<file path="src/hw/rtl/baro_ptc_pkg.sv">
package baro_ptc_pkg;

   localparam int CSR_INDEX_W = 3;
   localparam int COEF_W      = 16;
   localparam int RAW_W       = 24;
   localparam int DT_W        = 25;
   localparam int PROD_W      = 42;
   localparam int DTSQ_W      = 50;
   localparam int Q_W         = 18;
   localparam int TEMP_W      = 20;
   localparam int OFF1_W      = 36;
   localparam int SENS1_W     = 35;
   localparam int DTSH_W      = 18;
   localparam int ASQ_W       = 34;
   localparam int OFF2_W      = 38;
   localparam int SENS2_W     = 37;
   localparam int SLO_W       = 19;
   localparam int PART_W      = 43;
   localparam int ACC_W       = 62;
   localparam int T_W         = 43;
   localparam int LATENCY     = 8;

   localparam logic signed [TEMP_W-1:0] TEMP_REF_CENTI = 20'sd2000;
   localparam logic signed [TEMP_W-1:0] TEMP_OUT_MAX   = 20'sd262143;
   localparam logic signed [TEMP_W-1:0] TEMP_OUT_MIN   = -20'sd262144;
   localparam logic signed [T_W-1:0]    PRESS_OUT_MAX  = 43'sd2147483647;
   localparam logic signed [T_W-1:0]    PRESS_OUT_MIN  = -43'sd2147483648;
   localparam logic signed [PROD_W-1:0] TEMP_DIV_BIAS  = 42'sd8388607;
   localparam logic signed [T_W-1:0]    PRESS_DIV_BIAS = 43'sd32767;

   typedef enum logic [CSR_INDEX_W-1:0] {
      REG_SENS_COEF        = 3'd0,
      REG_OFFSET_COEF      = 3'd1,
      REG_SENS_TEMP_COEF   = 3'd2,
      REG_OFFSET_TEMP_COEF = 3'd3,
      REG_REF_TEMP_WORD    = 3'd4,
      REG_TEMP_SLOPE_COEF  = 3'd5
   } reg_index_type;

   typedef struct packed {
      logic [COEF_W-1:0] sens_coef;
      logic [COEF_W-1:0] offset_coef;
      logic [COEF_W-1:0] sens_temp_coef;
      logic [COEF_W-1:0] offset_temp_coef;
      logic [COEF_W-1:0] ref_temp_word;
      logic [COEF_W-1:0] temp_slope_coef;
   } cfg_type;

   typedef struct packed {
      logic [RAW_W-1:0] raw_temperature;
      logic [RAW_W-1:0] raw_pressure;
   } req_payload_type;

   typedef struct packed {
      logic signed [18:0] temperature_centi;
      logic signed [31:0] pressure_pa;
      logic               low_temp_corrected;
   } rsp_payload_type;

   // first-order results handed to the correction stages
   typedef struct packed {
      logic                      valid;
      logic signed [TEMP_W-1:0]  temp;
      logic signed [OFF1_W-1:0]  off;
      logic signed [SENS1_W-1:0] sens;
      logic [DTSH_W-1:0]         dt_sq_shift;
      logic signed [Q_W-1:0]     temp_delta;
      logic                      low;
      logic [RAW_W-1:0]          raw_pressure;
   } front_out_type;

   // corrected terms handed to the pressure stages
   typedef struct packed {
      logic                      valid;
      logic signed [TEMP_W-1:0]  temp;
      logic signed [OFF2_W-1:0]  off;
      logic signed [SENS2_W-1:0] sens;
      logic                      low;
      logic [RAW_W-1:0]          raw_pressure;
   } corr_out_type;

endpackage

</file>
<file path="src/hw/rtl/baro_ptc_corr.sv">
module baro_ptc_corr
   import baro_ptc_pkg::*;
(
   input  logic          clock,
   input  logic          reset,
   input  front_out_type in_stage,
   output corr_out_type  out
);

   // stage 4: square of the temperature deviation, corrected temperature
   logic                      s4_valid_ff;
   logic [ASQ_W-1:0]          s4_asq_ff, s4_asq_in;
   logic signed [TEMP_W-1:0]  s4_temp_ff, s4_temp_in;
   logic signed [OFF1_W-1:0]  s4_off_ff;
   logic signed [SENS1_W-1:0] s4_sens_ff;
   logic                      s4_low_ff;
   logic [RAW_W-1:0]          s4_d1_ff;
   logic signed [2*Q_W-1:0]   qsq;

   // stage 5: corrected offset and sensitivity
   corr_out_type              s5_ff, s5_in;
   logic [ASQ_W+2:0]          a5;

   assign out = s5_ff;

   always_comb begin
      qsq        = in_stage.temp_delta * in_stage.temp_delta;
      s4_asq_in  = qsq[ASQ_W-1:0];
      s4_temp_in = in_stage.low
                 ? in_stage.temp - $signed({2'b00, in_stage.dt_sq_shift})
                 : in_stage.temp;
   end

   always_comb begin
      a5 = (ASQ_W+3)'(s4_asq_ff) + ((ASQ_W+3)'(s4_asq_ff) << 2);
      s5_in.valid        = s4_valid_ff;
      s5_in.temp         = s4_temp_ff;
      s5_in.off          = OFF2_W'(s4_off_ff)
                         - (s4_low_ff ? $signed({2'b00, a5[ASQ_W+2:1]}) : '0);
      s5_in.sens         = SENS2_W'(s4_sens_ff)
                         - (s4_low_ff ? $signed({2'b00, a5[ASQ_W+2:2]}) : '0);
      s5_in.low          = s4_low_ff;
      s5_in.raw_pressure = s4_d1_ff;
   end

   always_ff @(posedge clock) begin
      if (reset) begin
         s4_valid_ff <= 1'b0;
         s5_ff.valid <= 1'b0;
      end else begin
         s4_valid_ff <= in_stage.valid;
         s5_ff.valid <= s5_in.valid;
      end
      s4_asq_ff          <= s4_asq_in;
      s4_temp_ff         <= s4_temp_in;
      s4_off_ff          <= in_stage.off;
      s4_sens_ff         <= in_stage.sens;
      s4_low_ff          <= in_stage.low;
      s4_d1_ff           <= in_stage.raw_pressure;
      s5_ff.temp         <= s5_in.temp;
      s5_ff.off          <= s5_in.off;
      s5_ff.sens         <= s5_in.sens;
      s5_ff.low          <= s5_in.low;
      s5_ff.raw_pressure <= s5_in.raw_pressure;
   end

endmodule

</file>
<file path="config.mk">
export PLATFORM = sky130hd
export DESIGN_NAME = baro_ptc_corr
export DESIGN_NICKNAME = d
export VERILOG_FILES = /design/src/hw/rtl/baro_ptc_pkg.sv /design/src/hw/rtl/baro_ptc_corr.sv
export SDC_FILE = /design/constraint.sdc
export NUM_CORES = 1
export LEC_CHECK = 0
export BUFFER_PORTS_ARGS = -buffer_cell sky130_fd_sc_hd__clkbuf_2
export CORE_ASPECT_RATIO = 1.1
export CORE_MARGIN = 10
export CORE_UTILIZATION = 45
export DETAILED_ROUTE_END_ITERATION = 10
export PLACE_DENSITY = 0.75
export SLEW_MARGIN = 20
export SYNTH_ARGS = -nofsm -noshare
export SYNTH_HDL_FRONTEND = slang
export SYNTH_SLANG_ARGS = --single-unit
</file>
<file path="constraint.sdc">
create_clock -name clock -period 18 [get_ports clock]
set_input_delay 1.8 -clock clock [delete_from_list [all_inputs] [get_ports clock]]
set_output_delay 1.8 -clock clock [all_outputs]
set_load 0.005 [all_outputs]
</file>
==> metrics.yaml <==
gp_congestion: 0.955
synth-xor-area-share_pct: 5.96
place_hpwl_mm: 45.5
first_pass_iters: 5
fmax_ghz: 0.123
nNetsFinal: 3233
synth_top_area_share_pct: 25.8
cts_buffer_depth: 3
yosysUniqueCellTypes: 67
synth-edff-count: 0
hold_path_class: "reg -> reg"
area_growth_pct: 13.4
criticalPathCategory: "in -> reg"
synth_fa_ha_area_share_pct: 38.6
post-route-drc-count: 0
post_cts.repair.setup_buffers: 0
synthSimpleGateAreaFrac_pct: 9.96
muxShareOfSynthArea_pct: 0.659
route.vias.total: 16100
path_cells: "clkbuf_2 -> inv_1 -> nor2_1 -> fa_1 -> inv_1 -> fa_1 -> inv_1 -> ha_1 -> inv_1 -> fa_1 -> inv_1 -> fa_1 -> inv_1 -> fa_1 -> inv_1 -> ha_1 -> a21o_1 -> a211oi_1 -> a21oi_1 -> a211o_1 -> o41ai_2 -> o21bai_1 -> a21oi_1 -> xnor2_1"
synth_seq_cells: 271
grt_usage_pct: 18.6
cts_sinks: 271
crit_path_frequent_cell: "inv_1"
n_fill_cell: 4314
cts_made_buffers: 26
cp_max_fo: 22
io_buffers: 275
grt_pass1_vias: 17500
synth_compound_area_share_pct: 11.4
viasPerCell: 4.98
fin_setup_tns_ns: 0
rows: 84
seq_area_mm2: 0.00543
worst-slew-pin-transition_ns: 0.599
root_buffer: "clkbuf_16"
die-width_um: 231
die_area_mm2: 0.0582
postRouteAntennaNets: 0
multi_input_area_mm2: 0.0147
synthCells: 2297
report.final.slew_viol_count: 0
synth_top_family_by_area: "adder cells"
final_cell_mix: "inv_1 (479), fa_1 (284), clkbuf_2 (275)"
cts_tree: "yes"
start_kind: "input pin"
cts.clk_slew.worst_paths_ns: 0.06
ctsResizeCount: 0
drtIter0Drc: 767
clk_latency_ns: 0.55
slowest_stage: "fa_1"
status: "finished, final reports clean"
hold_violations: 0
ios: 276
synth_area_mm2: 0.0220
synth_area_leaders: "fa_1 (26%), dfxtp_1 (25%), ha_1 (13%)"
cts.htree.levels: 1
antenna_found_initial: 3
synth.avg_cell_area_um2: 9.59
yosys.area.top_type: "fa_1"
yosysSeqAreaShare_pct: 24.6
cp.arrival_ns: 8.58
grt_start_max_net_pins: 37
rsz0062_at_grt: "false"
yosysWarnings: 0
syn_nets: 2962
cp_num_buf_inv: 8
async_reset_ff_share_pct: 0
die_h_um: 252
setup_viol: 0
core_mm2: 0.0481
timing.final.crit_share_pct: 45.1
required_ns: 18.46
grt_pass1_wl_mm: 89.2
slowest_delay_ns: 0.59
slew_headroom_pct: 60.1
min_period_ns: 8.12
final_common_cell: "inv_1"
cpLargestDelayFamily: "adder cells"
initial_core_util_pct: 45.8
routed_wl_mm: 54.4
synth_ff_type: "dfxtp_1"
max_cap_viol_count: 0
cp-end-kind: "flip-flop"
drive_above_1_share_pct: 14.0
route.detailed.wl_per_inst_um: 16.8
gr-total-overflow: 0
finClkSkew_ns: 0.0165
cts_hold_buffers: 0
final cells by class:
cell class	count	share of cell area (%)
repair buffers	275	5.51
clock inverters	17	0.761
inverters	479	7.20
multi-input cells	1515	58.8
diodes	3	0.0301
well taps	645	3.23
flip-flops and latches	271	21.7
clock buffers	30	2.75
sequential cells by signal, summed over array words and instances (netlist names):
register,cells
s4_asq_ff,33
out,121
s4_valid_ff,1
s4_temp_ff,20
s4_d1_ff,24
s4_off_ff,36
s4_low_ff,1
s4_sens_ff,35
per-layer routing:
metal | GRT usage, % | vias to the layer above | routed length [um]
li1 | - | 7822 | -
met1 | 23.5 | 7801 | 23800
met2 | 32.9 | 412 | 26500
met3 | 2.32 | 87 | 2690
met4 | 5.11 | 0 | 1290
met5 | 0 | - | 0
cells by family (layout without fill, tap and decap cells):
| group | count (synthesis) | count (layout) |
|---|---|---|
| buffers and inverters | 511 | 801 |
| DFF | 271 | 271 |
| other | 1 | 4 |
| xor gates and xnor gates | 150 | 150 |
| AOI/OAI and AO/OA | 366 | 366 |
| and+or+nand+nor | 475 | 475 |
| muxes | 13 | 13 |
| adders and majority gates | 510 | 510 |
metrics by stage:
step	setup slack (ns)	hold WS (ns)	util, %	cell area [um2]	instances
finish	9.88	0.323	51.9	25000	3235
global route	9.44	0.332	51.9	25000	3235
CTS	9.89	0.324	51.9	25000	3232
detailed placement	9.33	0.312	50.1	24100	3185
global placement	9.69	0.310	50.1	24100	3185
floorplan	10.15	0.310	-	22000	2297
Yosys cell counts, drive strengths merged (3+ instances only):
cell and number:
a2111oi 4, a211o 5, a211oi 15, a21boi 4, a21o 67, a21oi 99, a221o 4, a31o 5
a31oi 10, a41oi 4, and2 38, and3 19, clkbuf 30, dfxtp 271, fa 284, ha 226
inv 479, mux2 12, nand2 186, nand2b 24, nand3 27, nand3b 3, nand4 8, nor2 109
nor2b 24, nor3 19, nor3b 4, o2111ai 5, o211ai 5, o21a 25, o21ai 76, o21bai 13
o31a 4, o31ai 5, o41ai 5, or2 4, or3 5, xnor2 106, xor2 44
path summary, 6_finish.rpt:
path | start | endpoint | slack (ns) | depth (start not counted)
max | in_stage[42] | s4_asq_ff[33]$_DFF_P_ | 9.88 | 24
max reg2reg | s4_asq_ff[7]$_DFF_P_ | out[60]$_DFF_P_ | 12.22 | 24
min | s4_d1_ff[22]$_DFF_P_ | out[22]$_DFF_P_ | 0.32 | 0
min reg2reg | s4_d1_ff[22]$_DFF_P_ | out[22]$_DFF_P_ | 0.32 | 0
Power is left out: the tool's default activity adds up to more than one toggle a clock period on the data nets, which glitch-free logic cannot reach.
