## src/hw/rtl/baro_ptc_pkg.sv

```systemverilog
package baro_ptc_pkg;

   localparam int CSR_INDEX_W = 3;
   localparam int COEF_W      = 16;
   localparam int RAW_W       = 24;
   localparam int DT_W        = 25;
   localparam int PROD_W      = 42;
   localparam int DTSQ_W      = 50;
   localparam int Q_W         = 18;
   localparam int TEMP_W      = 20;
   localparam int OFF1_W      = 36;
   localparam int SENS1_W     = 35;
   localparam int DTSH_W      = 18;
   localparam int ASQ_W       = 34;
   localparam int OFF2_W      = 38;
   localparam int SENS2_W     = 37;
   localparam int SLO_W       = 19;
   localparam int PART_W      = 43;
   localparam int ACC_W       = 62;
   localparam int T_W         = 43;
   localparam int LATENCY     = 8;

   localparam logic signed [TEMP_W-1:0] TEMP_REF_CENTI = 20'sd2000;
   localparam logic signed [TEMP_W-1:0] TEMP_OUT_MAX   = 20'sd262143;
   localparam logic signed [TEMP_W-1:0] TEMP_OUT_MIN   = -20'sd262144;
   localparam logic signed [T_W-1:0]    PRESS_OUT_MAX  = 43'sd2147483647;
   localparam logic signed [T_W-1:0]    PRESS_OUT_MIN  = -43'sd2147483648;
   localparam logic signed [PROD_W-1:0] TEMP_DIV_BIAS  = 42'sd8388607;
   localparam logic signed [T_W-1:0]    PRESS_DIV_BIAS = 43'sd32767;

   typedef enum logic [CSR_INDEX_W-1:0] {
      REG_SENS_COEF        = 3'd0,
      REG_OFFSET_COEF      = 3'd1,
      REG_SENS_TEMP_COEF   = 3'd2,
      REG_OFFSET_TEMP_COEF = 3'd3,
      REG_REF_TEMP_WORD    = 3'd4,
      REG_TEMP_SLOPE_COEF  = 3'd5
   } reg_index_type;

   typedef struct packed {
      logic [COEF_W-1:0] sens_coef;
      logic [COEF_W-1:0] offset_coef;
      logic [COEF_W-1:0] sens_temp_coef;
      logic [COEF_W-1:0] offset_temp_coef;
      logic [COEF_W-1:0] ref_temp_word;
      logic [COEF_W-1:0] temp_slope_coef;
   } cfg_type;

   typedef struct packed {
      logic [RAW_W-1:0] raw_temperature;
      logic [RAW_W-1:0] raw_pressure;
   } req_payload_type;

   typedef struct packed {
      logic signed [18:0] temperature_centi;
      logic signed [31:0] pressure_pa;
      logic               low_temp_corrected;
   } rsp_payload_type;

   // first-order results handed to the correction stages
   typedef struct packed {
      logic                      valid;
      logic signed [TEMP_W-1:0]  temp;
      logic signed [OFF1_W-1:0]  off;
      logic signed [SENS1_W-1:0] sens;
      logic [DTSH_W-1:0]         dt_sq_shift;
      logic signed [Q_W-1:0]     temp_delta;
      logic                      low;
      logic [RAW_W-1:0]          raw_pressure;
   } front_out_type;

   // corrected terms handed to the pressure stages
   typedef struct packed {
      logic                      valid;
      logic signed [TEMP_W-1:0]  temp;
      logic signed [OFF2_W-1:0]  off;
      logic signed [SENS2_W-1:0] sens;
      logic                      low;
      logic [RAW_W-1:0]          raw_pressure;
   } corr_out_type;

endpackage

```

## src/hw/rtl/baro_ptc_front.sv

```systemverilog
module baro_ptc_front
   import baro_ptc_pkg::*;
(
   input  logic            clock,
   input  logic            reset,
   input  logic            in_valid,
   input  req_payload_type in_data,
   input  cfg_type         cfg,
   output front_out_type   out
);

   // stage 1: temperature difference
   logic                     s1_valid_ff;
   logic signed [DT_W-1:0]   s1_dt_ff;
   logic signed [DT_W-1:0]   s1_dt_in;
   logic [RAW_W-1:0]         s1_d1_ff;

   // stage 2: products with dT
   logic                     s2_valid_ff;
   logic signed [PROD_W-1:0] s2_ptemp_ff, s2_ptemp_in;
   logic signed [PROD_W-1:0] s2_poff_ff, s2_poff_in;
   logic signed [PROD_W-1:0] s2_psens_ff, s2_psens_in;
   logic signed [DTSQ_W-1:0] s2_dtsq_ff, s2_dtsq_in;
   logic [RAW_W-1:0]         s2_d1_ff;

   // stage 3: first-order terms
   front_out_type            s3_ff, s3_in;
   logic signed [PROD_W-1:0] ptemp_adj;
   logic signed [Q_W-1:0]    q;
   logic signed [PROD_W-1:0] off_full, sens_full;

   assign out = s3_ff;

   always_comb begin
      s1_dt_in = $signed({1'b0, in_data.raw_temperature})
               - $signed({1'b0, cfg.ref_temp_word, 8'h00});
   end

   always_comb begin
      s2_ptemp_in = s1_dt_ff * $signed({1'b0, cfg.temp_slope_coef});
      s2_poff_in  = s1_dt_ff * $signed({1'b0, cfg.offset_temp_coef});
      s2_psens_in = s1_dt_ff * $signed({1'b0, cfg.sens_temp_coef});
      s2_dtsq_in  = s1_dt_ff * s1_dt_ff;
   end

   always_comb begin
      // truncating divide by 2^23: bias negative values before the shift
      ptemp_adj = s2_ptemp_ff + (s2_ptemp_ff[PROD_W-1] ? TEMP_DIV_BIAS : '0);
      q         = Q_W'(ptemp_adj >>> 23);
      off_full  = $signed({10'b0, cfg.offset_coef, 16'h0000}) + (s2_poff_ff >>> 7);
      sens_full = $signed({11'b0, cfg.sens_coef, 15'h0000}) + (s2_psens_ff >>> 8);

      s3_in.valid        = s2_valid_ff;
      s3_in.temp         = TEMP_REF_CENTI + TEMP_W'(q);
      s3_in.off          = OFF1_W'(off_full);
      s3_in.sens         = SENS1_W'(sens_full);
      // dT^2 is never negative and stays below 2^48
      s3_in.dt_sq_shift  = s2_dtsq_ff[48:31];
      s3_in.temp_delta   = q;
      s3_in.low          = q[Q_W-1];
      s3_in.raw_pressure = s2_d1_ff;
   end

   always_ff @(posedge clock) begin
      if (reset) begin
         s1_valid_ff <= 1'b0;
         s2_valid_ff <= 1'b0;
         s3_ff.valid <= 1'b0;
      end else begin
         s1_valid_ff <= in_valid;
         s2_valid_ff <= s1_valid_ff;
         s3_ff.valid <= s3_in.valid;
      end
      s1_dt_ff           <= s1_dt_in;
      s1_d1_ff           <= in_data.raw_pressure;
      s2_ptemp_ff        <= s2_ptemp_in;
      s2_poff_ff         <= s2_poff_in;
      s2_psens_ff        <= s2_psens_in;
      s2_dtsq_ff         <= s2_dtsq_in;
      s2_d1_ff           <= s1_d1_ff;
      s3_ff.temp         <= s3_in.temp;
      s3_ff.off          <= s3_in.off;
      s3_ff.sens         <= s3_in.sens;
      s3_ff.dt_sq_shift  <= s3_in.dt_sq_shift;
      s3_ff.temp_delta   <= s3_in.temp_delta;
      s3_ff.low          <= s3_in.low;
      s3_ff.raw_pressure <= s3_in.raw_pressure;
   end

endmodule

```

## config.mk

```make
export PLATFORM = sky130hd
export DESIGN_NAME = baro_ptc_front
export DESIGN_NICKNAME = d
export VERILOG_FILES = /design/src/hw/rtl/baro_ptc_pkg.sv /design/src/hw/rtl/baro_ptc_front.sv
export SDC_FILE = /design/constraint.sdc
export NUM_CORES = 2
export LEC_CHECK = 0
export ABC_AREA = 1
export BUFFER_PORTS_ARGS = -buffer_cell sky130_fd_sc_hd__buf_2
export CAP_MARGIN = 30
export CORE_MARGIN = 2
export CORE_UTILIZATION = 40
export DETAILED_ROUTE_END_ITERATION = 16
export SLEW_MARGIN = 0
export SYNTH_ARGS = -nofsm -noshare
export SYNTH_HDL_FRONTEND = slang
export SYNTH_SLANG_ARGS = --single-unit
```

## constraint.sdc

```tcl
create_clock -name clock -period 13.3 [get_ports clock]
set_clock_uncertainty 0.15 [all_clocks]
set_input_delay 0.665 -clock clock [delete_from_list [all_inputs] [get_ports clock]]
set_output_delay 0.665 -clock clock [all_outputs]
set_load 0.1 [all_outputs]
```

==> summary.md <==
| Metric | Value |
|---|---|
| Status | finished clean |
| Combinational family with the most area after synthesis | adder cells |
| IO Pins | 300 |
| Fmax | 124 MHz |
| Worst reg2reg endpoint | s2_dtsq_ff[47] |
| Post-Syn Area per Cell | 8.22 um^2 |
| Wire per inst | 16.7 um |
| Share of the yosys chip area belonging to registers | 0.0912 |
| Worst-path clk slew | 0.07 ns |
| Ys Warns | 0 |
| Fin worst setup slack | 5.22 ns |
| Setup WS pre-CTS | 5.28 ns |
| Post-route DRC | 0 |
| Layout net count | 11.9k |
| Layout Cells excl Fill | 12.0k |
| Worst R2R Setup Slack | 5.22 ns |
| Post-detail-place hpwl | 161 mm |
| Vias in the first global route | 63.7k |
| Starting Density | 0.401 |
| Sink Count | 351 |
| Clk root buf | clkbuf_16 |
| Core footprint | 192000 um^2 |
| Die Ht | 443 um |
| Die width | 443 um |
| # rows | 161 |
| Crit path max-delay cell type | fa_1 |
| Max Slew Vio Count | 0 |
| Commonest non-fill, non-tap cells in the layout | inv_1 (2915), nand2_1 (2097), fa_1 (1769) |
| Setup Buffers After CTS | 0 |
| Top_reg_cell synth | dfxtp_1 |
| Worst rel slew slack | 0.298 |
| TNS Setup | 0 ns |
| Grt ovf | 0 |
| Critical Path RT | 13.75 ns |
| Gate Count Post-Synth | 9365 |
| Initial antenna violation count | 17 |
| Crit-path most repeated cell | fa_1 |
| Routed via count | 56.8k |
| Final core occ | 0.430 |
| Final ANT Viol Nets | 0 |
| DR iter-0 viols | 2872 |
| Fin crit share | 0.607 |
| Library cells used by synthesis | 55 |
| Share of post-route cells with drive strength above 1 | 0.0526 |
| Crit path DAT | 8.53 ns |
| CTS tree | done |
| RSZ-0062 raised after global routing | false |
| Commonest non-fill, non-tap cell in the layout | inv_1 |
| Highest cell delay on the worst timing path | 0.90 ns |
| DP Cell Count | 11.9k |
| CTS Buf Count | 46 |
| CP Launch Type | flip-flop |
| Overall routed net length | 201 mm |
| Crit path kind | reg2reg |
| Largest net degree at the start of global routing | 66 |
| Vias/cell | 4.73 |
| Compound-Gate Fraction of Synth Area | 0.0416 |
| Global-route wire length before repair | 336 mm |
| Mux contribution to synthesized area | 0 |
| Clock Path Buffers | 3 |
| Cells along the critical path | buf_4 -> nand2_1 -> inv_1 -> fa_1 -> fa_1 -> inv_1 -> fa_1 -> inv_1 -> fa_1 -> fa_1 -> fa_1 -> fa_1 -> ha_1 -> nand2_1 -> nor2_1 -> nand2_1 -> nor4_1 -> nand3_1 -> nand3_1 -> xor2_1 |
| Syn Nets | 11.8k |
| Reg2reg path depth | 20 |
| CP endpoint kind | flip-flop |
| Simple-Gate Fraction of Synth Area | 0.137 |
| Asr flop ratio synth | 0 |
| Die Area | 196000 um^2 |
| PortBufs | 299 |
| CP max FO | 44 |
| Worst hold-check path type | in2reg |
| GP Congestion | 0.881 |
| Layout area overhead | 7.26% |
| H-tree depth | 2 |
| Hold path depth | 2 |
| Hold Startpoint | cfg[64] |
| Final setup viols | 0 |
| Tightest Pin Transition | 1.05 ns |
| Drt first pass iters | 6 |
| Max-cap violations | 0 |
| Reg2reg start | s1_dt_ff[24] |
| Mapped Area | 77000 um^2 |
| Worst Hold End | out[112] |
| Synth Area in XOR/XNOR | 0.0252 |
| Post-synth EDFFs | 0 |
| Synth Area in Adders | 0.545 |
| Gr usage total | 0.213 |
| Clock Latency Late Sink | 0.68 ns |
| Tmin final | 8.08 ns |
| Flops & latches, synth | 351 |
| Final Hold Viols | 0 |
-- cell families after synthesis --
| kind of cell | Yosys count |
|---|---|
| and+or+nand+nor | 2658 |
| DFF | 351 |
| adders and majority gates | 2293 |
| xor gates and xnor gates | 221 |
| AOI/OAI and AO/OA | 570 |
| buffers and inverters | 3272 |
-- per-stage QoR --
| stage | cell area, um^2 | hold slack (ns) |
|---|---|---|
| 2_1_floorplan | 77000 | 0.160 |
| 3_3_place_gp | 80700 | 0.160 |
| 3_5_place_dp | 80700 | 0.162 |
| 4_1_cts | 82500 | 0.0248 |
| 5_1_grt | 82600 | 0.0472 |
| 6_report | 82600 | 0.0747 |
-- per-layer routing --
layer | vias up | track usage | wire, um
li1 | 26600 | - | -
met1 | 28500 | 0.273 | 84500
met2 | 1426 | 0.375 | 100000
met3 | 281 | 0.0310 | 11100
met4 | 16 | 0.0554 | 4790
met5 | - | 0 | 102
-- worst max path at each step --
stage | start | cells after the start | slack, ns | end
after floorplan | s1_dt_ff[24] | 22 | 6.40 | s2_dtsq_ff[47]
after global placement | s1_dt_ff[24] | 20 | 5.38 | s2_dtsq_ff[48]
after detailed placement | s1_dt_ff[24] | 20 | 5.28 | s2_dtsq_ff[47]
after CTS | s1_dt_ff[24] | 20 | 5.21 | s2_dtsq_ff[47]
after global routing | s1_dt_ff[24] | 20 | 4.77 | s2_dtsq_ff[47]
final | s1_dt_ff[24] | 20 | 5.22 | s2_dtsq_ff[47]
-- cell type report --
type / instances / area (um^2)
Tap cell: 2526 / 3160
Sequential cell: 351 / 7110
Fill cell: 19100 / 109000
Clock buffer: 63 / 1310
Clock inverter: 20 / 214
Inverter: 2922 / 11000
Multi-Input combinational cell: 5742 / 57700
Antenna cell: 5 / 12.5
Timing Repair Buffer: 367 / 2150
-- synthesized netlist by cell type, drive strengths merged, types with 75 or more instances --
cell    number  area [um^2]
o21ai      153          766
a21oi      272         1370
nand2     2128         8120
clkbuf     322         1210
xor2       146         1290
nor2       323         1260
inv       2922        11000
nand3       99          516
ha         524         6560
xnor2       75          657
fa        1769        35400
dfxtp      351         7030
-- sequential cells by signal, indices dropped and copies added, names as in the netlist --
name / cells
out: 147
s1_d1_ff: 24
s1_dt_ff: 25
s1_valid_ff: 1
s2_d1_ff: 24
s2_dtsq_ff: 18
s2_poff_ff: 35
s2_psens_ff: 34
s2_ptemp_ff: 42
s2_valid_ff: 1
-- repair_timing --
action | in CTS | in global routing
hold buffers | 34 | 0
hold endpoints to repair | 35 | 0
gates resized for setup | 0 | 0
-- worst max-delay path, delay by kind of cell, from the launching register on --
family / cells / cell delay [ns]
XOR/XNOR: 1 / 0.16
adder cells (fa/ha/maj): 8 / 4.49
buffers and inverters: 4 / 1.13
flip-flops: 1 / 0.76
AND/OR/NAND/NOR: 7 / 1.23
Power is not shown: default switching activity piles up to over one toggle a cycle in this logic, so the estimate is an artifact.
