## config.mk

```make
export PLATFORM = sky130hd
export DESIGN_NAME = baro_ptc_press
export DESIGN_NICKNAME = d
export VERILOG_FILES = /design/src/hw/rtl/baro_ptc_pkg.sv /design/src/hw/rtl/baro_ptc_press.sv
export SDC_FILE = /design/constraint.sdc
export NUM_CORES = 2
export LEC_CHECK = 0
export ABC_AREA = 1
export BUFFER_PORTS_ARGS = -buffer_cell sky130_fd_sc_hd__buf_2
export CORE_MARGIN = 5
export CORE_UTILIZATION = 60
export CTS_BUF_LIST = sky130_fd_sc_hd__clkbuf_8 sky130_fd_sc_hd__clkbuf_16
export DETAILED_ROUTE_END_ITERATION = 6
export PLACE_DENSITY = 0.83
export REMOVE_ABC_BUFFERS = 1
export SLEW_MARGIN = 20
export SYNTH_ARGS = -nofsm -noshare
export SYNTH_HDL_FRONTEND = slang
export SYNTH_SLANG_ARGS = --single-unit
```

## constraint.sdc

```tcl
create_clock -name clock -period 12 [get_ports clock]
set_input_delay 3 -clock clock [delete_from_list [all_inputs] [get_ports clock]]
set_output_delay 3 -clock clock [all_outputs]
set_load 0.01 [all_outputs]
```

## src/hw/rtl/baro_ptc_pkg.sv

```systemverilog
package baro_ptc_pkg;

   localparam int CSR_INDEX_W = 3;
   localparam int COEF_W      = 16;
   localparam int RAW_W       = 24;
   localparam int DT_W        = 25;
   localparam int PROD_W      = 42;
   localparam int DTSQ_W      = 50;
   localparam int Q_W         = 18;
   localparam int TEMP_W      = 20;
   localparam int OFF1_W      = 36;
   localparam int SENS1_W     = 35;
   localparam int DTSH_W      = 18;
   localparam int ASQ_W       = 34;
   localparam int OFF2_W      = 38;
   localparam int SENS2_W     = 37;
   localparam int SLO_W       = 19;
   localparam int PART_W      = 43;
   localparam int ACC_W       = 62;
   localparam int T_W         = 43;
   localparam int LATENCY     = 8;

   localparam logic signed [TEMP_W-1:0] TEMP_REF_CENTI = 20'sd2000;
   localparam logic signed [TEMP_W-1:0] TEMP_OUT_MAX   = 20'sd262143;
   localparam logic signed [TEMP_W-1:0] TEMP_OUT_MIN   = -20'sd262144;
   localparam logic signed [T_W-1:0]    PRESS_OUT_MAX  = 43'sd2147483647;
   localparam logic signed [T_W-1:0]    PRESS_OUT_MIN  = -43'sd2147483648;
   localparam logic signed [PROD_W-1:0] TEMP_DIV_BIAS  = 42'sd8388607;
   localparam logic signed [T_W-1:0]    PRESS_DIV_BIAS = 43'sd32767;

   typedef enum logic [CSR_INDEX_W-1:0] {
      REG_SENS_COEF        = 3'd0,
      REG_OFFSET_COEF      = 3'd1,
      REG_SENS_TEMP_COEF   = 3'd2,
      REG_OFFSET_TEMP_COEF = 3'd3,
      REG_REF_TEMP_WORD    = 3'd4,
      REG_TEMP_SLOPE_COEF  = 3'd5
   } reg_index_type;

   typedef struct packed {
      logic [COEF_W-1:0] sens_coef;
      logic [COEF_W-1:0] offset_coef;
      logic [COEF_W-1:0] sens_temp_coef;
      logic [COEF_W-1:0] offset_temp_coef;
      logic [COEF_W-1:0] ref_temp_word;
      logic [COEF_W-1:0] temp_slope_coef;
   } cfg_type;

   typedef struct packed {
      logic [RAW_W-1:0] raw_temperature;
      logic [RAW_W-1:0] raw_pressure;
   } req_payload_type;

   typedef struct packed {
      logic signed [18:0] temperature_centi;
      logic signed [31:0] pressure_pa;
      logic               low_temp_corrected;
   } rsp_payload_type;

   // first-order results handed to the correction stages
   typedef struct packed {
      logic                      valid;
      logic signed [TEMP_W-1:0]  temp;
      logic signed [OFF1_W-1:0]  off;
      logic signed [SENS1_W-1:0] sens;
      logic [DTSH_W-1:0]         dt_sq_shift;
      logic signed [Q_W-1:0]     temp_delta;
      logic                      low;
      logic [RAW_W-1:0]          raw_pressure;
   } front_out_type;

   // corrected terms handed to the pressure stages
   typedef struct packed {
      logic                      valid;
      logic signed [TEMP_W-1:0]  temp;
      logic signed [OFF2_W-1:0]  off;
      logic signed [SENS2_W-1:0] sens;
      logic                      low;
      logic [RAW_W-1:0]          raw_pressure;
   } corr_out_type;

endpackage

```

## src/hw/rtl/baro_ptc_press.sv

```systemverilog
module baro_ptc_press
   import baro_ptc_pkg::*;
(
   input  logic            clock,
   input  logic            reset,
   input  corr_out_type    in_stage,
   output logic            out_valid,
   output rsp_payload_type out_data
);

   // stage 6: D1 * SENS as two partial products
   logic                         s6_valid_ff;
   logic [PART_W-1:0]            s6_plo_ff, s6_plo_in;
   logic signed [PART_W-1:0]     s6_phi_ff, s6_phi_in;
   logic signed [OFF2_W-1:0]     s6_off_ff;
   logic signed [TEMP_W-1:0]     s6_temp_ff;
   logic                         s6_low_ff;
   logic signed [SENS2_W-SLO_W-1:0] sens_hi;

   // stage 7: recombine, scale by 2^-21, remove offset
   logic                         s7_valid_ff;
   logic signed [T_W-1:0]        s7_t_ff, s7_t_in;
   logic signed [TEMP_W-1:0]     s7_temp_ff;
   logic                         s7_low_ff;
   logic signed [ACC_W-1:0]      acc;
   logic signed [ACC_W-1:0]      t_full;

   // stage 8: truncating divide by 2^15, saturation, result register
   logic                         s8_valid_ff;
   rsp_payload_type              s8_data_ff, s8_data_in;
   logic signed [T_W-1:0]        t_adj;
   logic signed [T_W-1:0]        pq;

   assign out_valid = s8_valid_ff;
   assign out_data  = s8_data_ff;

   always_comb begin
      sens_hi   = in_stage.sens[SENS2_W-1:SLO_W];
      s6_plo_in = PART_W'(in_stage.raw_pressure * in_stage.sens[SLO_W-1:0]);
      s6_phi_in = $signed({1'b0, in_stage.raw_pressure}) * sens_hi;
   end

   always_comb begin
      acc     = ($signed(ACC_W'(s6_phi_ff)) <<< SLO_W)
              + $signed({(ACC_W-PART_W)'(0), s6_plo_ff});
      t_full  = (acc >>> 21) - ACC_W'(s6_off_ff);
      s7_t_in = T_W'(t_full);
   end

   always_comb begin
      t_adj = s7_t_ff + (s7_t_ff[T_W-1] ? PRESS_DIV_BIAS : '0);
      pq    = t_adj >>> 15;
      if (pq > PRESS_OUT_MAX) begin
         s8_data_in.pressure_pa = 32'sh7FFF_FFFF;
      end else if (pq < PRESS_OUT_MIN) begin
         s8_data_in.pressure_pa = 32'sh8000_0000;
      end else begin
         s8_data_in.pressure_pa = pq[31:0];
      end
      if (s7_temp_ff > TEMP_OUT_MAX) begin
         s8_data_in.temperature_centi = TEMP_OUT_MAX[18:0];
      end else if (s7_temp_ff < TEMP_OUT_MIN) begin
         s8_data_in.temperature_centi = TEMP_OUT_MIN[18:0];
      end else begin
         s8_data_in.temperature_centi = s7_temp_ff[18:0];
      end
      s8_data_in.low_temp_corrected = s7_low_ff;
   end

   always_ff @(posedge clock) begin
      if (reset) begin
         s6_valid_ff <= 1'b0;
         s7_valid_ff <= 1'b0;
         s8_valid_ff <= 1'b0;
      end else begin
         s6_valid_ff <= in_stage.valid;
         s7_valid_ff <= s6_valid_ff;
         s8_valid_ff <= s7_valid_ff;
      end
   end

   always_ff @(posedge clock) begin
      s6_plo_ff  <= s6_plo_in;
      s6_phi_ff  <= s6_phi_in;
      s6_off_ff  <= in_stage.off;
      s6_temp_ff <= in_stage.temp;
      s6_low_ff  <= in_stage.low;
      s7_t_ff    <= s7_t_in;
      s7_temp_ff <= s6_temp_ff;
      s7_low_ff  <= s6_low_ff;
      s8_data_ff <= s8_data_in;
   end

endmodule

```

==> key figures <==
Timing
  – Minimum period implied by the final worst setup slack: 8.50 ns
  – Final setup violating endpoints: 0
  – Count of final max-slew check failures: 0
  – Setup clock skew after layout: 0.0134 ns
  – Worst slew pin tran: 1.08 ns
  – Share of the clock period used by the worst path after layout: 70.9%
  – Worst-case hold slack: 0.326 ns
  – Final Hold Violating Endpoints: 0
  – Max frequency: 0.118 GHz
  – Setup repair after global routing missed its margin: false
  – Worst relative slew slack: 27.8%
  – Post-Route Setup TNS: 0 ns

Finish
  – Relative area change from synthesis to final layout: 5.25%
  – Fill cells: 6155
  – Cell Count, Final, Fillers Out: 6823
  – Diodes inserted: 0
  – Storage cell area: 4820 sq um
  – Layout cell share with drive strength beyond 1: 4.95%
  – Area occupied by multi-input gates: 30900 sq um
  – Fin nets: 7060

Clocking
  – Register clock-pin slew on the reported worst setup and hold paths: 0.06 ns
  – Clock tree sinks: 241
  – Number of cells upsized or downsized after cts: 0
  – Worst skew pair latency: 0.54 ns
  – CTS H-tree lvls: 1
  – CTS tree: yes
  – Clk Tree Root Cell: sky130_fd_sc_hd__clkbuf_16
  – Cts-stage hold buffer count: 0
  – Maximum number of buffers from clock root to sink: 3
  – Setup bufs post-CTS: 0
  – Cts bufs inserted: 24

Synth
  – Synthesized instance count: 5831
  – Cell accounting for the most synthesized area: sky130_fd_sc_hd__fa_1
  – Combinational family with the most area after synthesis: adder cells
  – Portion of netlist area occupied by mux cells: 0%
  – Count of flip-flops with a built-in enable after synthesis: 0
  – Sequential-to-total area share from yosys stat: 11.3%
  – Netlist area before placement: 42600 sq um
  – Synth async-reset ratio: 0%
  – Ys Warns: 0
  – Distinct cell type count after synthesis: 50
  – Most numerous cell in the Yosys netlist: sky130_fd_sc_hd__inv_1
  – Area share of the leading cell type in the synthesized netlist: 34.1%
  – Cell types with the largest area share after synthesis: sky130_fd_sc_hd__fa_1 (34%), sky130_fd_sc_hd__inv_1 (15%), sky130_fd_sc_hd__nand2_1 (13%)
  – Synthesized area per cell: 7.31 sq um
  – Most common library cells after synthesis: sky130_fd_sc_hd__inv_1 (1649), sky130_fd_sc_hd__nand2_1 (1498), sky130_fd_sc_hd__fa_1 (725)
  – Synth Area in Simple Gates: 20.5%
  – Flip-flop and latch count after synthesis: 241
  – Post-synthesis share of cell area spent on xor and xnor gates: 2.14%
  – Share of synthesized cell area in full adder, half adder and majority cells: 44.2%
  – Fraction of the mapped netlist area in compound gates: 5.63%
  – Most used flip-flop cell after synthesis: sky130_fd_sc_hd__dfxtp_1

Setup path
  – Worst-path maximum fanout: 37
  – Worst path slowest cell: sky130_fd_sc_hd__buf_2
  – Crit path launch type: input port
  – Crit path DAT: 8.93 ns
  – Number of buffer and inverter instances along the worst setup path: 6
  – Most used cell along the critical path: sky130_fd_sc_hd__fa_1
  – Data required time at the worst endpoint: 12.43 ns
  – Type of the worst setup path: input port to flip-flop
  – Endpoint kind of the worst setup timing path: flip-flop
  – Top delay family on crit path: adder cells
  – Cells along the critical path: buf_2 > nand2_1 > fa_1 > inv_1 > fa_1 > inv_1 > fa_1 > inv_1 > fa_1 > fa_1 > inv_1 > fa_1 > inv_1 > ha_1 > a21oi_1 > o21a_1 > a21boi_0 > o21ai_0 > nand2_1 > nand3_1 > nand2_1 > nand2_1
  – Slowest Stage Delay on Critical Path: 0.77 ns

GRT
  – Tot GR Track Use: 30.2%
  – Global-route wire length before repair: 190 mm
  – Initial antenna violation count: 0
  – Via count of the first global-routing pass: 38.3k
  – Global-route congestion overflow total: 0
  – Pin count of the biggest net entering global routing: 38

Job
  – Max-cap check violation count: 0

Placement
  – Number of placed instances with taps included: 6779
  – DP HPWL: 94.1 mm
  – Port bufs: 175
  – Weighted congestion reported at the end of routability-driven placement: 1.00

Drt
  – Post-DR wirelength/cell: 16.9 microns
  – Initial drt markers: 2629
  – Number of optimization iterations in the first detailed-route pass: 6
  – Routed Wire Length: 115 mm
  – Total via count in the routed design: 36.2k
  – Antenna-violating nets left: 0
  – Remaining routing DRC violations: 0
  – Ratio of routed vias to standard cells: 5.31

Floorplan
  – Vertical die dimension: 277 microns
  – Starting Density: 60.6%
  – Core region area: 70300 sq um
  – Total Die Area: 76500 sq um
  – Top-level port count: 176
  – Count of standard-cell rows: 97
  – Die span in x: 277 microns

Status
  – Run status: finished clean

Min path
  – Type of the tightest min-delay check: flip-flop to flip-flop
final cells by class:
| cell class | count | share of cell area, % |
|---|---|---|
| Timing Repair Buffer | 187 | 2.15 |
| Sequential cell | 241 | 10.8 |
| Multi-Input combinational cell | 3758 | 68.9 |
| Inverter | 1653 | 13.8 |
| Clock inverter | 16 | 0.296 |
| Clock buffer | 28 | 1.46 |
| Tap cell | 940 | 2.62 |
metrics by stage:
stage | instance area (sq um) | worst slack, ns | util (%)
4_1_cts | 44900 | 3.58 | 63.8
6_report | 44900 | 3.50 | 63.8
3_3_place_gp | 44100 | 3.10 | 62.7
5_1_grt | 44900 | 3.18 | 63.8
3_5_place_dp | 44100 | 3.04 | 62.7
2_1_floorplan | 41900 | 4.22 | -
state kept, by name (all words and copies together) (netlist names):
register and cells:
s6_plo_ff 24, s6_phi_ff 43, s6_off_ff 38, s7_t_ff 42, s6_low_ff 1, s7_low_ff 1
s7_valid_ff 1, s6_temp_ff 20, s7_temp_ff 20, out_valid 1, out_data 49, s6_valid_ff 1
cell usage in the layout, fill, tap and decap left out, types with 24 or more instances in the layout:
cell type and instances:
sky130_fd_sc_hd__fa_1 725, sky130_fd_sc_hd__xor2_1 81, sky130_fd_sc_hd__a21oi_1 191, sky130_fd_sc_hd__nand2_1 1498
sky130_fd_sc_hd__o21ai_0 118, sky130_fd_sc_hd__clkbuf_16 24, sky130_fd_sc_hd__nand3_1 131, sky130_fd_sc_hd__dfxtp_1 241
sky130_fd_sc_hd__nor3_1 32, sky130_fd_sc_hd__nand4_1 44, sky130_fd_sc_hd__ha_1 347, sky130_fd_sc_hd__inv_1 1652
sky130_fd_sc_hd__buf_2 175, sky130_fd_sc_hd__nor2_1 375
per-layer routing:
metal / vias up / share of wire [%] / global-route usage (%)
li1: 16946 / - / -
met3: 334 / 8.0 / 4.34
met1: 17332 / 39 / 38.0
met4: 0 / 4.6 / 11.8
met2: 1606 / 49 / 52.8
met5: - / 0 / 0
kinds of logic after synthesis:
logic type               count (synthesis)
AND/OR/NAND/NOR                       2159
buffers and inverters                 1832
adder cells (fa/ha/maj)               1072
AO/OA/AOI/OAI                          423
flip-flops                             241
XOR/XNOR                               104
path summary, 6_finish.rpt:
kind / start / end / slack [ns] / depth (start not counted)
max: in_stage[16] / s6_plo_ff[42] / 3.50 / 22
min: s6_temp_ff[10] / s7_temp_ff[10] / 0.33 / 0
max reg2reg: s6_plo_ff[25] / s7_t_ff[36] / 8.09 / 21
min reg2reg: s6_temp_ff[10] / s7_temp_ff[10] / 0.33 / 0
Power is left out: the tool's default activity adds up to more than one toggle a clock period on the data nets, which glitch-free logic cannot reach.
