File: config.mk
export PLATFORM = sky130hd
export DESIGN_NAME = baro_ptc_csr
export DESIGN_NICKNAME = d
export VERILOG_FILES = /design/src/hw/rtl/baro_ptc_pkg.sv /design/src/hw/rtl/baro_ptc_csr.sv
export SDC_FILE = /design/constraint.sdc
export NUM_CORES = 1
export LEC_CHECK = 0
export BUFFER_PORTS_ARGS = -buffer_cell sky130_fd_sc_hd__buf_2
export CAP_MARGIN = 10
export CORE_UTILIZATION = 45
export CTS_BUF_LIST = sky130_fd_sc_hd__clkbuf_16
export DETAILED_ROUTE_END_ITERATION = 7
export GPL_ROUTABILITY_DRIVEN = 1
export PLACE_DENSITY_LB_ADDON = 0.2
export SLEW_MARGIN = 25
export SYNTH_ARGS = -nofsm -noshare
export SYNTH_HDL_FRONTEND = slang
export SYNTH_SLANG_ARGS = --single-unit
File: constraint.sdc
create_clock -name clock -period 1.8 [get_ports clock]
set_input_delay 0.36 -clock clock [delete_from_list [all_inputs] [get_ports clock]]
set_output_delay 0.36 -clock clock [all_outputs]
set_load 0.01 [all_outputs]
File: src/hw/rtl/baro_ptc_pkg.sv
package baro_ptc_pkg;

   localparam int CSR_INDEX_W = 3;
   localparam int COEF_W      = 16;
   localparam int RAW_W       = 24;
   localparam int DT_W        = 25;
   localparam int PROD_W      = 42;
   localparam int DTSQ_W      = 50;
   localparam int Q_W         = 18;
   localparam int TEMP_W      = 20;
   localparam int OFF1_W      = 36;
   localparam int SENS1_W     = 35;
   localparam int DTSH_W      = 18;
   localparam int ASQ_W       = 34;
   localparam int OFF2_W      = 38;
   localparam int SENS2_W     = 37;
   localparam int SLO_W       = 19;
   localparam int PART_W      = 43;
   localparam int ACC_W       = 62;
   localparam int T_W         = 43;
   localparam int LATENCY     = 8;

   localparam logic signed [TEMP_W-1:0] TEMP_REF_CENTI = 20'sd2000;
   localparam logic signed [TEMP_W-1:0] TEMP_OUT_MAX   = 20'sd262143;
   localparam logic signed [TEMP_W-1:0] TEMP_OUT_MIN   = -20'sd262144;
   localparam logic signed [T_W-1:0]    PRESS_OUT_MAX  = 43'sd2147483647;
   localparam logic signed [T_W-1:0]    PRESS_OUT_MIN  = -43'sd2147483648;
   localparam logic signed [PROD_W-1:0] TEMP_DIV_BIAS  = 42'sd8388607;
   localparam logic signed [T_W-1:0]    PRESS_DIV_BIAS = 43'sd32767;

   typedef enum logic [CSR_INDEX_W-1:0] {
      REG_SENS_COEF        = 3'd0,
      REG_OFFSET_COEF      = 3'd1,
      REG_SENS_TEMP_COEF   = 3'd2,
      REG_OFFSET_TEMP_COEF = 3'd3,
      REG_REF_TEMP_WORD    = 3'd4,
      REG_TEMP_SLOPE_COEF  = 3'd5
   } reg_index_type;

   typedef struct packed {
      logic [COEF_W-1:0] sens_coef;
      logic [COEF_W-1:0] offset_coef;
      logic [COEF_W-1:0] sens_temp_coef;
      logic [COEF_W-1:0] offset_temp_coef;
      logic [COEF_W-1:0] ref_temp_word;
      logic [COEF_W-1:0] temp_slope_coef;
   } cfg_type;

   typedef struct packed {
      logic [RAW_W-1:0] raw_temperature;
      logic [RAW_W-1:0] raw_pressure;
   } req_payload_type;

   typedef struct packed {
      logic signed [18:0] temperature_centi;
      logic signed [31:0] pressure_pa;
      logic               low_temp_corrected;
   } rsp_payload_type;

   // first-order results handed to the correction stages
   typedef struct packed {
      logic                      valid;
      logic signed [TEMP_W-1:0]  temp;
      logic signed [OFF1_W-1:0]  off;
      logic signed [SENS1_W-1:0] sens;
      logic [DTSH_W-1:0]         dt_sq_shift;
      logic signed [Q_W-1:0]     temp_delta;
      logic                      low;
      logic [RAW_W-1:0]          raw_pressure;
   } front_out_type;

   // corrected terms handed to the pressure stages
   typedef struct packed {
      logic                      valid;
      logic signed [TEMP_W-1:0]  temp;
      logic signed [OFF2_W-1:0]  off;
      logic signed [SENS2_W-1:0] sens;
      logic                      low;
      logic [RAW_W-1:0]          raw_pressure;
   } corr_out_type;

endpackage

File: src/hw/rtl/baro_ptc_csr.sv
module baro_ptc_csr
   import baro_ptc_pkg::*;
(
   input  logic                   clock,
   input  logic                   reset,
   input  logic                   csr_valid,
   output logic                   csr_ready,
   input  logic [CSR_INDEX_W-1:0] csr_index,
   input  logic [COEF_W-1:0]      csr_data,
   output cfg_type                cfg
);

   cfg_type cfg_ff;
   cfg_type cfg_in;

   assign csr_ready = 1'b1;
   assign cfg       = cfg_ff;

   always_comb begin
      cfg_in = cfg_ff;
      if (csr_valid) begin
         case (reg_index_type'(csr_index))
            REG_SENS_COEF:        cfg_in.sens_coef        = csr_data;
            REG_OFFSET_COEF:      cfg_in.offset_coef      = csr_data;
            REG_SENS_TEMP_COEF:   cfg_in.sens_temp_coef   = csr_data;
            REG_OFFSET_TEMP_COEF: cfg_in.offset_temp_coef = csr_data;
            REG_REF_TEMP_WORD:    cfg_in.ref_temp_word    = csr_data;
            REG_TEMP_SLOPE_COEF:  cfg_in.temp_slope_coef  = csr_data;
            default:              cfg_in = cfg_ff;
         endcase
      end
   end

   always_ff @(posedge clock) begin
      if (reset) begin
         cfg_ff <= '0;
      end else begin
         cfg_ff <= cfg_in;
      end
   end

endmodule

==> impl_metrics.csv, run 1 <==
group,metric,value,unit
placed_design,dpl.hpwl,6220,µm
grt,grt_pass1_wl,13300,µm
grt,track_usage,20.2,%
routing,drt_iter0_markers,89,
worst_hold_path,hold_depth,3,
finish,largest_reg_flops,96,
worst_setup_path,crit_required,2.00,ns
synthesis,synth.distinct_cells,13,
worst_setup_path,end_kind,"flop",
timing,rsz0062_at_grt,"no",
cts,cts_max_path_buffers,2,
cts,htreeDepth,3,
timing,timing.final.crit_share,67.2,%
routing,firstDrtPassIters,4,
cts,post_cts_buffers,0,
routing,wire_per_inst,15.4,µm
finish,area_growth,27.0,%
worst_hold_path,hold_end,"cfg[79]",
floorplanning,core_area,8180,µm²
cts,clk_pin_slew,0.06,ns
synthesis,yosysSeqAreaShare,50.7,%
grt,gr-total-overflow,0,
worst_setup_path,cp-start-kind,"input pin",
worst_setup_path,path_max_fanout,12,
floorplanning,num_rows,33,
cts,cts_resized,0,
synthesis,syn_area,3790,µm²
synthesis,ys_ff_latch,96,
finish,layout.nets,476,
floorplanning,die_height,93.8,µm
worst_setup_path,ff2ff_setup_slack,1.18,ns
worst_setup_path,r2r_start,"cfg[90]",
worst_setup_path,critPathKind,"input pin to flop",
finish,layout-drive-gt1-share,31.8,%
timing,min_period,1.21,ns
placed_design,portBuffers,117,
floorplanning,die_x,93.8,µm
synthesis,synth_area_leader_cell,"dfxtp_1",
pwr,power,4.49,mW
pwr,power_density,932,nW/µm²
grt,grt_pass1_vias,2539,
cts,cts_hold_buf,0,
floorplanning,dieArea,8800,µm²
timing,hold_violations,0,
job,maxCapViolations,0,
timing,drv_slew,0,
synthesis,syn_inst,338,
worst_setup_path,r2r_end,"cfg[90]",
grt,grt_max_degree,30,
cts,cts_tree,"done",
routing,ant_nets,0,
timing,report.final.setup_viol,0,
worst_setup_path,reg2regPathDepth,2,
finish,final_cells,564,
synthesis,syn-num-nets,360,
floorplanning,start_util,46.4,%
synthesis,synth_top_area_share,50.7,%
timing,clock.fmax,827,MHz
timing,finClkSkew,0,ns
floorplanning,pin_count,119,
cts,cts_buffers,9,
placed_design,placed_area,4500,µm²
pwr,ir_worst_vdd,0.521,mV
worst_setup_path,cp_data_arrival_time,1.41,ns
grt,antenna_found_initial,0,
finish,diodes,0,
worst_hold_path,hold_path_class,"input pin to flop",
placed_design,gp_congestion,0.741,
synthesis,yosysWarnings,0,
run_status,outcome,"complete, no violations",
synthesis,synth_area_per_cell,11.2,µm²
cts,clk_latency,0.33,ns
synthesis,synth_area_leaders,"dfxtp_1 51%, mux2i_1 25%, nand2b_1 18%",
cts,tritoncts_num_sinks,96,
cts,root_buffer,"clkbuf_16",
routing,routed_wl,8660,µm
routing,vias_per_cell,4.78,
routing,vias,2694,
placed_design,dp_cells,548,
timing,setup_tns,0,ns
pwr,p_leak,2.59,nW
routing,drc,0,
worst_hold_path,hp-start,"reset",
finish,fin_area,4820,µm²
kinds of logic after synthesis:
kind of cell	count (synthesis)	share of synthesized area, %
simple gates	120	20.8
mux	96	25.3
flops	96	50.7
buf+inv	25	3.10
other cells	1	0.0988
worst max path at each step:
stage,from,to,slack (ns),cells after the start
floorplan,csr_index[1],cfg[85],0.42,4
global placement,csr_index[1],cfg[90],0.28,4
detailed placement,csr_index[1],cfg[92],0.24,4
CTS,csr_index[1],cfg[92],0.59,4
global route,cfg[93],cfg[93],0.57,1
finish,csr_index[1],cfg[92],0.59,4
worst max-delay path, cell delays in order:
cell	delay, ns
buf_2	0.14
or4b_1	0.53
buf_4	0.22
mux2i_1	0.14
through the flow:
| stage | utilization [%] | hold slack, ns | setup WS, ns |
|---|---|---|---|
| 2_1_floorplan | - | 0.493 | 0.417 |
| 3_3_place_gp | 55.1 | 0.454 | 0.277 |
| 3_5_place_dp | 55.1 | 0.462 | 0.242 |
| 4_1_cts | 58.9 | 0.418 | 0.588 |
| 5_1_grt | 58.9 | 0.423 | 0.573 |
| 6_report | 58.9 | 0.420 | 0.590 |
cells in the final DEF, fill, tap and decap left out:
master,synthesis,routed
nor4b_2,1,1
nand4bb_1,3,3
and4bb_2,1,1
clkinvlp_4,0,1
nand4b_1,2,2
clkinv_2,0,1
buf_2,10,117
conb_1,1,1
inv_1,0,2
clkinv_4,0,1
clkbuf_16,0,9
bufinv_16,0,2
mux2i_1,96,96
or4b_1,1,1
dfxtp_1,96,96
buf_4,1,12
nand2b_1,112,112
buf_12,0,1
layer usage:
layer | vias up | GRT usage (%) | part of all wire, %
li1 | 1350 | - | -
met4 | 0 | 6.54 | 1.3
met3 | 11 | 4.69 | 5.1
met5 | - | 0 | 0
met1 | 1273 | 27.1 | 47
met2 | 60 | 31.9 | 47
cells in the mapped netlist, drive strengths merged:
cell / instances
nand2b: 112
nand4b: 2
nand4bb: 3
and4bb: 1
or4b: 1
dfxtp: 96
mux2i: 96
conb: 1
nor4b: 1
buf: 12
clkbuf: 13
area by class of cell:
class                      instances  area (µm²)
timing repair buffer             130         696
multi-input combinational        217        1750
sequential                        96        1920
clock buffer                       9         225
tap                              105         131
fill                             744        3360
clock inverter                     7        88.8
power by group:
| group | leakage (nW) | switching (mW) | total, mW | internal (mW) |
|---|---|---|---|---|
| registers | 0.777 | 0.0230 | 2.19 | 2.17 |
| clock network | 0.158 | 0.765 | 1.97 | 1.21 |
| logic | 1.66 | 0.173 | 0.326 | 0.153 |
(Power assumes the default switching activity.)
==> run 2, diff against run 1 <==
Settings changed: ABC_AREA from default to 1.
Clock period 1.8 ns to 1.15 ns, I/O delays scaled along.
==> run 2 against run 1 <==
  * Total power up 62%
  * Sequential power increased by 60%
  * Sequential share of layout area fell by 1.5 points
  * Clock-buffer cell count is the same
  * Synthesized cell count up 64%
  * Utilization rose by 1.7 points
  * Critical path depth shrank 3
  * Combinational power grew to 2.7 times the previous value
  * Register-to-register slack worse by 0.64 ns
  * Non-clock buffer count rose by 6
  * Via count rose by 45%
  * Largest power group unchanged
  * Highest routed layer unchanged
==> impl_metrics.csv, run 2 <==
group,metric,value,unit
floorplanning,core_area,8260,µm²
worst_setup_path,cp_data_arrival_time,0.84,ns
timing,layout_setup_ws,0.0812,ns
run_status,outcome,"complete, no violations",
synthesis,synth_area_per_cell,6.98,µm²
synthesis,yosys_most_used_dff,"dfxtp_1",
synthesis,synth_area_leader_cell,"dfxtp_1",
worst_setup_path,critPathKind,"flop to output port",
routing,firstDrtPassIters,6,
routing,drt_iter0_markers,241,
floorplanning,die_x,94.7,µm
cts,clk_latency,0.34,ns
synthesis,yosysSeqAreaShare,49.7,%
cts,cts_buffers,9,
worst_setup_path,worst-path-buf-inv,1,
timing,clock.fmax,936,MHz
grt,antenna_found_initial,0,
synthesis,yosysWarnings,0,
grt,grt_pass1_vias,3397,
routing,wire_per_inst,14.1,µm
floorplanning,dieArea,8970,µm²
pwr,ir_worst_vdd,0.861,mV
placed_design,dp_cells,761,
cts,cts_hold_buf,0,
job,maxCapViolations,0,
finish,largest_reg_flops,96,
synthesis,yosysMostFrequentCell,"nor2_1",
finish,final_cells,777,
timing,hold_violations,0,
cts,tritoncts_num_sinks,96,
worst_setup_path,r2r_start,"cfg[77]",
synthesis,synth.distinct_cells,15,
routing,drc,0,
worst_setup_path,r2r_end,"cfg[77]",
synthesis,synth_area_leaders,"dfxtp_1 50%, nor2_1 19%, nand3_1 12%",
worst_setup_path,cp_cell_sequence,"buf_2",
worst_hold_path,hold_end,"cfg[31]",
grt,grt_pass1_wl,16700,µm
worst_setup_path,cp-start-kind,"flop",
cts,post_cts_buffers,0,
timing,min_period,1.07,ns
finish,final_util,60.6,%
grt,track_usage,24.8,%
placed_design,dpl.hpwl,7300,µm
floorplanning,num_rows,33,
pwr,power,7.28,mW
cts,cts_tree,"done",
timing,finClkSkew,0,ns
placed_design,placed_area,4720,µm²
routing,vias,3896,
worst_setup_path,critPathTopFamily,"flip-flops",
timing,drv_slew,0,
synthesis,syn_inst,554,
worst_setup_path,reg2regPathDepth,2,
worst_setup_path,cp_slowest_stage_delay,0.36,ns
routing,vias_per_cell,5.01,
worst_setup_path,ff2ff_setup_slack,0.54,ns
cts,root_buffer,"clkbuf_16",
cts,htreeDepth,3,
worst_setup_path,crit_required,0.92,ns
timing,report.final.setup_viol,0,
finish,layout.nets,689,
synthesis,ys_async_sr_fraction,0,%
finish,mostFrequentLayoutCells,"192 x nor2_1, 117 x buf_2, 101 x nand2_1",
timing,setup_tns,0,ns
finish,area_growth,29.4,%
synthesis,syn-num-nets,576,
cts,cts_resized,0,
worst_setup_path,path_max_fanout,2,
finish,fin_area,5010,µm²
synthesis,ys_ff_latch,96,
synthesis,syn_area,3870,µm²
timing,timing.final.crit_share,92.9,%
floorplanning,pin_count,119,
cts,cts_max_path_buffers,2,
worst_hold_path,hp-start,"csr_data[15]",
routing,ant_nets,0,
pwr,p_leak,2.47,nW
placed_design,portBuffers,117,
synthesis,synth_commonest_cells,"193 x nor2_1, 101 x nand2_1, 96 x dfxtp_1, 96 x nand3_1, 21 x buf_2",
grt,gr-total-overflow,0,
finish,layout_commonest_cell,"nor2_1",
timing,rsz0062_at_grt,"no",
pwr,power_density,1450,nW/µm²
placed_design,gp_congestion,0.763,
finish,layout-drive-gt1-share,24.3,%
grt,grt_max_degree,47,
worst_setup_path,slowest_stage,"dfxtp_1",
synthesis,synth_top_area_share,49.7,%
routing,routed_wl,11000,µm
placed_design,pre_cts_ws,-0.0325,ns
synthesis,synth-edff-count,0,
floorplanning,start_util,46.8,%
floorplanning,die_height,94.7,µm
finish,diodes,0,
worst_setup_path,end_kind,"output port",
timing,whs,0.349,ns
worst_hold_path,hold_depth,5,
worst_hold_path,hold_path_class,"input pin to flop",
cts,clk_pin_slew,0.06,ns
## run 2: changes by cell type after synthesis, sizes merged
cell	previous run	this run
or4b	1	0
nand2	0	102
buf	12	32
nand2b	112	0
clkinv	0	1
nand3	0	96
clkbuf	13	2
and4bb	1	0
mux2i	96	0
nor2	0	202
nand4bb	3	0
inv	0	22
nor4b	1	0
nand4b	2	0
## run 2: cell type report
type / count / area [µm²]
clock buffer: 9 / 225
clock inverter: 7 / 63.8
fill: 802 / 3250
inverter: 23 / 86.3
multi-input combinational: 401 / 1690
sequential: 96 / 1920
tap: 105 / 131
timing repair buffer: 136 / 891
## run 2: worst max path at each step
stage / start / end / slack (ns) / depth (start not counted)
floorplan: csr_valid / cfg[63] / 0.20 / 6
global placement: csr_index[2] / cfg[3] / 0.004 / 7
detailed placement: csr_index[2] / cfg[3] / -0.03 / 7
CTS: cfg[91] / cfg[91] / 0.08 / 1
global route: cfg[80] / cfg[80] / 0.05 / 1
finish: cfg[92] / cfg[92] / 0.08 / 1
## run 2: cells by family (layout without fill, tap and decap cells)
kind of cell	count (synthesis)	in the layout	synth area share [%]
AND/OR/NAND/NOR	400	400	43.3
flip-flops	96	96	49.7
buffers and inverters	57	175	6.89
other	1	1	0.0969
## run 2: report_power, final
| group | switching [mW] | internal, mW |
|---|---|---|
| sequential | 0.0609 | 3.44 |
| clock | 1.24 | 1.66 |
| combinational | 0.552 | 0.329 |
| total | 1.85 | 5.43 |
## run 2: per-layer routing
layer	global-route usage (%)	vias to the layer above	wire length [µm]
li1	-	1941	-
met1	32.0	1776	4540
met2	40.5	155	5280
met3	5.15	24	852
met4	9.97	0	284
met5	0	-	0
